<file path="config.mk">
export PLATFORM = sky130hd
export DESIGN_NAME = uuid7_serializer
export DESIGN_NICKNAME = d
export VERILOG_FILES = /design/src/sv/uuid7_pkg.sv /design/src/sv/uuid7_serializer.sv
export SDC_FILE = /design/constraint.sdc
export NUM_CORES = 1
export LEC_CHECK = 0
export BUFFER_PORTS_ARGS = -buffer_cell sky130_fd_sc_hd__buf_2
export CAP_MARGIN = 30
export CORE_ASPECT_RATIO = 1.5
export CORE_MARGIN = 8
export CORE_UTILIZATION = 35
export CTS_CLUSTER_SIZE = 40
export DETAILED_ROUTE_END_ITERATION = 8
export PLACE_DENSITY = 0.64
export SLEW_MARGIN = 10
export SYNTH_ARGS = -nofsm -noshare
export SYNTH_HDL_FRONTEND = slang
export SYNTH_SLANG_ARGS = --single-unit
</file>
<file path="constraint.sdc">
create_clock -name clk -period 13.2 [get_ports clk]
set_input_delay 1.98 -clock clk [delete_from_list [all_inputs] [get_ports clk]]
set_output_delay 1.98 -clock clk [all_outputs]
set_load 0.01 [all_outputs]
</file>
<file path="src/sv/uuid7_pkg.sv">
// types, constants and helper functions of the uuid v7 text generator
package uuid7_pkg;

  typedef struct packed {
    logic [47:0] wall_ms;
    logic [63:0] sequence_req;
  } in_word_t;

  typedef struct packed {
    logic [6:0] text_char;
    logic [5:0] char_index;
    logic       last;
  } out_word_t;

  // data that rides along the hash pipeline
  typedef struct packed {
    logic [47:0] wall_ms;
    logic [63:0] wa;
  } side_t;

  localparam logic [63:0] GOLDEN  = 64'h9E37_79B9_7F4A_7C15;
  localparam logic [63:0] MIX_C1  = 64'hBF58_476D_1CE4_E5B9;
  localparam logic [63:0] MIX_C2  = 64'h94D0_49BB_1331_11EB;
  localparam logic [63:0] WB_KEY  = 64'hD1B5_4A32_D192_ED03;

  localparam logic [3:0] VERSION_NIB  = 4'h7;
  localparam logic [1:0] VARIANT_BITS = 2'b10;

  localparam logic [5:0] LAST_INDEX = 6'd35;
  localparam logic [5:0] DASH_POS0  = 6'd8;
  localparam logic [5:0] DASH_POS1  = 6'd13;
  localparam logic [5:0] DASH_POS2  = 6'd18;
  localparam logic [5:0] DASH_POS3  = 6'd23;

  localparam logic [6:0] DASH_CHAR  = 7'h2D;
  localparam logic [6:0] ZERO_CHAR  = 7'h30;
  localparam logic [6:0] ALPHA_BASE = 7'h57;  // 'a' minus ten

  function automatic logic is_dash(input logic [5:0] pos);
    return (pos == DASH_POS0) || (pos == DASH_POS1) ||
           (pos == DASH_POS2) || (pos == DASH_POS3);
  endfunction

  function automatic logic [6:0] hex_char(input logic [3:0] nib);
    logic [6:0] base;
    base = (nib < 4'd10) ? ZERO_CHAR : ALPHA_BASE;
    return base + {3'b000, nib};
  endfunction

endpackage

</file>
<file path="src/sv/uuid7_serializer.sv">
// packs the 16 identifier bytes and streams them out as 36 characters: 32 hex digits and four dashes
module uuid7_serializer (
  input  logic                 clk,
  input  logic                 rst_n,
  input  logic                 pipe_vld,
  input  logic [63:0]          pipe_prod,
  input  uuid7_pkg::side_t     pipe_side,
  output logic                 pipe_take,
  output logic                 out_valid,
  input  logic                 out_ready,
  output uuid7_pkg::out_word_t out_word
);
  import uuid7_pkg::*;

  logic         busy_r, busy_nxt;
  logic [5:0]   pos_r, pos_nxt;
  logic [127:0] nib_r, nib_nxt;
  logic [63:0]  wb;
  logic [127:0] packed_bytes;
  logic         at_last, dash, step;

  always_comb begin
    wb = pipe_prod ^ (pipe_prod >> 31);
    packed_bytes = {pipe_side.wall_ms,
                    VERSION_NIB, pipe_side.wa[11:8], pipe_side.wa[7:0],
                    VARIANT_BITS, pipe_side.wa[21:16], pipe_side.wa[31:24],
                    wb[7:0], wb[15:8], wb[23:16], wb[31:24], wb[39:32], wb[47:40]};
  end

  assign at_last   = (pos_r == LAST_INDEX);
  assign dash      = is_dash(pos_r);
  assign step      = busy_r && out_ready;
  assign pipe_take = pipe_vld && (!busy_r || (out_ready && at_last));

  always_comb begin
    busy_nxt = busy_r;
    pos_nxt  = pos_r;
    nib_nxt  = nib_r;
    if (pipe_take) begin
      busy_nxt = 1'b1;
      pos_nxt  = '0;
      nib_nxt  = packed_bytes;
    end else if (step) begin
      if (at_last) begin
        busy_nxt = 1'b0;
      end else begin
        pos_nxt = pos_r + 6'd1;
        if (!dash) begin
          nib_nxt = {nib_r[123:0], 4'h0};
        end
      end
    end
  end

  always_ff @(posedge clk) begin
    if (!rst_n) begin
      busy_r <= 1'b0;
      pos_r  <= '0;
    end else begin
      busy_r <= busy_nxt;
      pos_r  <= pos_nxt;
    end
  end

  always_ff @(posedge clk) begin
    nib_r <= nib_nxt;
  end

  assign out_valid           = busy_r;
  assign out_word.text_char  = dash ? DASH_CHAR : hex_char(nib_r[127:124]);
  assign out_word.char_index = pos_r;
  assign out_word.last       = at_last;

endmodule

</file>
# Yosys cells after proc, flatten, opt, wreduce, memory -nomap -nowiden
# Index checks and enable logic that the tools add are counted.
# totals
ff_bits	135
inputBits	180
word_cells	42
# classes
n_addsub	2
magnitude_cmp	1
eq_ne	7
muxes	9
bitwise_logic	4
n_reduce_logical	15
# ops
operator	n
2-to-1 mux 128 bit	4
bitwise XOR 48 x 33 -> 48 bit	1
2-to-1 mux 7 bit	2
== test 6 x 4 -> 1 bit, second input constant	2
== test 6 x 5 -> 1 bit, second input constant	2
adder 7 x 4 -> 7 bit	1
adder 6 x 1 -> 6 bit, second input constant	1
== test 6 bit, second input constant	1
AND reduction 3 bit	2
logical OR 1 bit	4
< comparator 4 bit, second input constant	1
inequality test 2 bit, second input constant	2
AND reduction 2 bit	2
nonzero test 2 bit	2
logical AND 1 bit	3
2-to-1 mux 1 bit	3
inverter 1 bit	3
OR reduction 2 bit	1
zero test 1 bit	1

# Logic depth before layout (Yosys ltp)
# depth
word_depth	8
mapped_depth	8

# Worst setup path after synthesis
# No wires, ideal clock.
# synth_path
path_kind	input -> register
from	in out_ready
to	reg nib_r[0], enable pin
setup_ns	0.772
arrival_ns	11.013
setup_slack_ns	1.416
cell_stages	4
n_path_buf	1
path_cell_list	and2_1 clkbuf_1 o21ai_4 o21ai_0
# synth_via
elab_chain_cells	5
elab_cells_between_ends	8
cone_classes	eq/ne (2); reduce/logical (6)
# synth_rtl
item	line	text
start, declared	uuid7_serializer.sv:10	input logic out_ready,
logical AND 1 bit	uuid7_serializer.sv:33	assign pipe_take = pipe_vld && (!busy_r || (out_ready && at_last));
logical OR 1 bit	uuid7_serializer.sv:33	
logical AND 1 bit	uuid7_serializer.sv:33	
inequality test 2 bit (no line) or nonzero test 2 bit (tied branches)	n/a	
AND reduction 3 bit (no line) *	n/a	
end signal, assigned	uuid7_serializer.sv:66	nib_r <= nib_nxt;
end, declared	uuid7_serializer.sv:17	logic [127:0] nib_r, nib_nxt;
# Every way passes the cells marked *; elsewhere a longest branch is shown, timed or not.
# A chain may end at the register's enable or synchronous reset.

# Final worst setup path
# layout_path
from	in pipe_vld
to	out pipe_take
# layout_via
elab_chain_cells	1
# layout_rtl
item	line	text
start, declared	uuid7_serializer.sv:5	input logic pipe_vld,
logical AND 1 bit	uuid7_serializer.sv:33	
end, declared	uuid7_serializer.sv:8	output logic pipe_take,
# No other way between the ends.

==> results.json <==
{
  "grt.total_usage": 0.1355,
  "worst_setup_path_startpoint": "pipe_vld",
  "site_row_count": 59,
  "first_iter_violations": 242,
  "worst_setup_path_start_kind": "primary input",
  "cts_resized": 0,
  "period_share": 0.3983,
  "outcome": "complete, no violations",
  "power.share.combinational": 0.104,
  "endpoint_kind": "primary output",
  "relative_contribution_of_the_clock_network_to_total_power": 0.412,
  "routed_wire_length_um": 14600,
  "global_route_wire_length_before_repair_um": 22810,
  "maxCapViolCount": 0,
  "fmaxAchievable_mhz": 190.2,
  "clock_tree.htree_level_count": 4,
  "ys.flop_type": "sky130_fd_sc_hd__edfxtp_1",
  "io-pin-count": 196,
  "power_density_over_the_cells_nw_per_um2": 144.4,
  "max-vdd-ir-drop_mv": 0.09060,
  "syn_inst": 415,
  "rsz0062_at_grt": "false",
  "arrival_time_of_the_worst_setup_path_ps": 3280,
  "clock_latency_late_sink_ps": 410,
  "cts.sink_count": 135,
  "route.vias.total": 4124,
  "finalHoldViolations": 0,
  "final-setup-viol-count": 0,
  "critPathRequiredTime_ps": 11220,
  "synth_seq_area_share": 0.6447,
  "setup-tns-final_ps": 0,
  "port_buffers": 157,
  "timing_max_transition_violations_final": 0,
  "global_route.overflow_total": 0,
  "path_clk_slew_ps": 60,
  "antenna_violation_net_count_after_detailed_routing": 0,
  "final_net_count": 752,
  "finalClockSkew_ps": 11.40,
  "route.detailed.drc": 0,
  "antenna_found_initial": 1,
  "cts_max_path_buffers": 2,
  "gpl.final_weighted_congestion": 0.7612,
  "n_antenna_cell": 0,
  "worstReg2RegStart": "pos_r[0]",
  "drive_gt1_frac": 0.3478,
  "drt_pre_antenna_iters": 4,
  "tritoncts_clock_tree": "done",
  "final_total_power_mw": 1.096,
  "mostFrequentLayoutCells": "sky130_fd_sc_hd__buf_2 (157), sky130_fd_sc_hd__edfxtp_1 (122), sky130_fd_sc_hd__a22o_1 (118)",
  "synth_seq_cells": 135,
  "die_height_um": 177.5,
  "vias_in_the_first_global_route": 4466,
  "synth.lib_cells_used.distinct": 38,
  "synth_area_per_cell_um2": 14.66,
  "critical-path-top-delay-family": "buffers and inverters",
  "buffer_and_inverter_count_on_the_worst_path": 3,
  "design.core.area_um2": 17200,
  "crit_path_cell_trace": "buf_2 -> nand4b_1 -> o21a_4 -> clkinv_2 -> buf_2",
  "die_w_um": 123.7,
  "min_path_type": "flip-flop to flip-flop",
  "timing.critical_path.slowest_stage_cell": "sky130_fd_sc_hd__clkinv_2",
  "worst_setup_path_category": "primary input to primary output",
  "synthArstFlopShare": 0,
  "area_growth_syn_to_layout_pct": 24.71,
  "post-cts-setup-buffers": 0,
  "postSynthNetCount": 602,
  "cts-hold-fix-buffers": 0,
  "pwr-share-seq": 0.484,
  "max_stage_delay_ps": 510,
  "grt_max_degree": 80,
  "initial_utilization": 0.3538,
  "max_slew_margin": 0.4845,
  "cp_common_cell": "sky130_fd_sc_hd__buf_2",
  "hp-start": "nib_r[58]",
  "vias_per_cell": 5.214,
  "tritoncts.num_buffers": 17,
  "swShare": 0.2283,
  "synth_enable_flop_cells": 122,
  "synth.cell_area_um2": 6086,
  "period_minus_slack_ps": 5258,
  "cellInternalPower_mw": 0.8456,
  "layout_commonest_cell": "sky130_fd_sc_hd__buf_2",
  "power_switching_mw": 0.2501,
  "design.die.area_um2": 21950,
  "wl_per_cell_um": 18.45,
  "synth-warning-count": 0,
  "worst-path-max-fanout": 46,
  "detailedPlacementHpwl_um": 10110,
  "p_leak_nw": 3.095,
  "clock-root-buffer": "sky130_fd_sc_hd__clkbuf_16",
  "timing_worst_slew_pin_value_ps": 773.2,
  "layout.filler_cells": 1547
}
==> per-stage QoR <==
stage	setup slack (ps)	std cells	utilization	hold slack, ps	area (um^2)
2_1_floorplan	1416	415	-	435.7	6086
3_3_place_gp	7943	757	0.4057	458.5	6978
3_5_place_dp	7921	757	0.4057	457.3	6978
4_1_cts	7918	789	0.4385	477.9	7542
5_1_grt	7813	791	0.4413	507.3	7590
6_report	7942	791	0.4413	472.6	7590
==> kinds of logic after synthesis <==
kind of cell,after synthesis,synth area share
compound gates,151,0.2052
xor+xnor,38,0.05469
fa+ha+maj,7,0.01439
buf+inv,37,0.03783
flops,135,0.6447
mux,3,0.005345
simple gates,44,0.03783
==> cell type report <==
class	count	area (um^2)	share of cell area
Sequential cell	135	3924	0.5170
Multi-Input combinational cell	243	1948	0.2567
Timing Repair Buffer	164	870.8	0.1147
Clock buffer	19	432.9	0.05704
Tap cell	213	266.5	0.03511
Clock inverter	13	131.4	0.01731
Inverter	4	16.27	0.002143
==> cells in the mapped netlist, types with 2 or more instances <==
cell type | number | area share
sky130_fd_sc_hd__edfxtp_1 | 122 | 0.60
sky130_fd_sc_hd__a22o_1 | 118 | 0.17
sky130_fd_sc_hd__xor2_1 | 37 | 0.053
sky130_fd_sc_hd__dfxtp_1 | 13 | 0.043
sky130_fd_sc_hd__buf_2 | 12 | 0.0099
sky130_fd_sc_hd__buf_4 | 12 | 0.015
sky130_fd_sc_hd__o21ai_0 | 12 | 0.0099
sky130_fd_sc_hd__nand2_1 | 11 | 0.0068
sky130_fd_sc_hd__a21oi_1 | 10 | 0.0082
sky130_fd_sc_hd__ha_1 | 7 | 0.014
sky130_fd_sc_hd__nor2_1 | 7 | 0.0043
sky130_fd_sc_hd__and2_1 | 6 | 0.0062
sky130_fd_sc_hd__clkbuf_1 | 5 | 0.0031
sky130_fd_sc_hd__buf_6 | 4 | 0.0074
sky130_fd_sc_hd__nand2b_1 | 4 | 0.0041
sky130_fd_sc_hd__nor3_1 | 4 | 0.0033
sky130_fd_sc_hd__inv_1 | 3 | 0.0019
sky130_fd_sc_hd__nand3_1 | 3 | 0.0025
sky130_fd_sc_hd__a21o_1 | 2 | 0.0025
sky130_fd_sc_hd__mux2_2 | 2 | 0.0037
sky130_fd_sc_hd__nand4_1 | 2 | 0.0021
sky130_fd_sc_hd__nor2b_1 | 2 | 0.0021
sky130_fd_sc_hd__o21a_1 | 2 | 0.0025
==> final timing paths <==
kind	endpoint	slack, ps	cells after the start
setup / recovery	pipe_take	7940	5
hold / removal	nib_r[62]	470	2
setup reg to reg	nib_r[56]	10050	8
hold reg to reg	nib_r[62]	470	2
==> worst reg2reg max path, stage by stage, from the launching register on <==
cell and delay [ps]:
sky130_fd_sc_hd__dfxtp_1 430, sky130_fd_sc_hd__inv_1 90, sky130_fd_sc_hd__ha_1 210, sky130_fd_sc_hd__mux2_2 270, sky130_fd_sc_hd__a32o_1 390, sky130_fd_sc_hd__o21ai_4 180, sky130_fd_sc_hd__buf_4 480, sky130_fd_sc_hd__buf_4 390
sky130_fd_sc_hd__buf_16 320
==> power groups by stage <==
stage | combinational [mW] | clock [mW] | sequential, mW
2_1_floorplan | 0.0722 | 0 | 0.542
3_3_place_gp | 0.109 | 0 | 0.539
3_5_place_dp | 0.113 | 0 | 0.540
4_1_cts | 0.114 | 0.465 | 0.532
5_1_grt | 0.126 | 0.484 | 0.534
6_report | 0.114 | 0.451 | 0.531
==> flip-flops by register name (all words and copies together) (netlist names) <==
name / count
out_valid: 1
nib_r: 128
pos_r: 6
==> per-layer routing <==
metal | vias up | share of wire | global-route usage
li1 | 1952 | - | -
met1 | 2019 | 0.42 | 0.1598
met2 | 142 | 0.50 | 0.2215
met3 | 9 | 0.072 | 0.05573
met4 | 2 | 0.0084 | 0.03627
met5 | - | 0.00055 | 0
No activity file was read; power rests on OpenSTA's default activity.
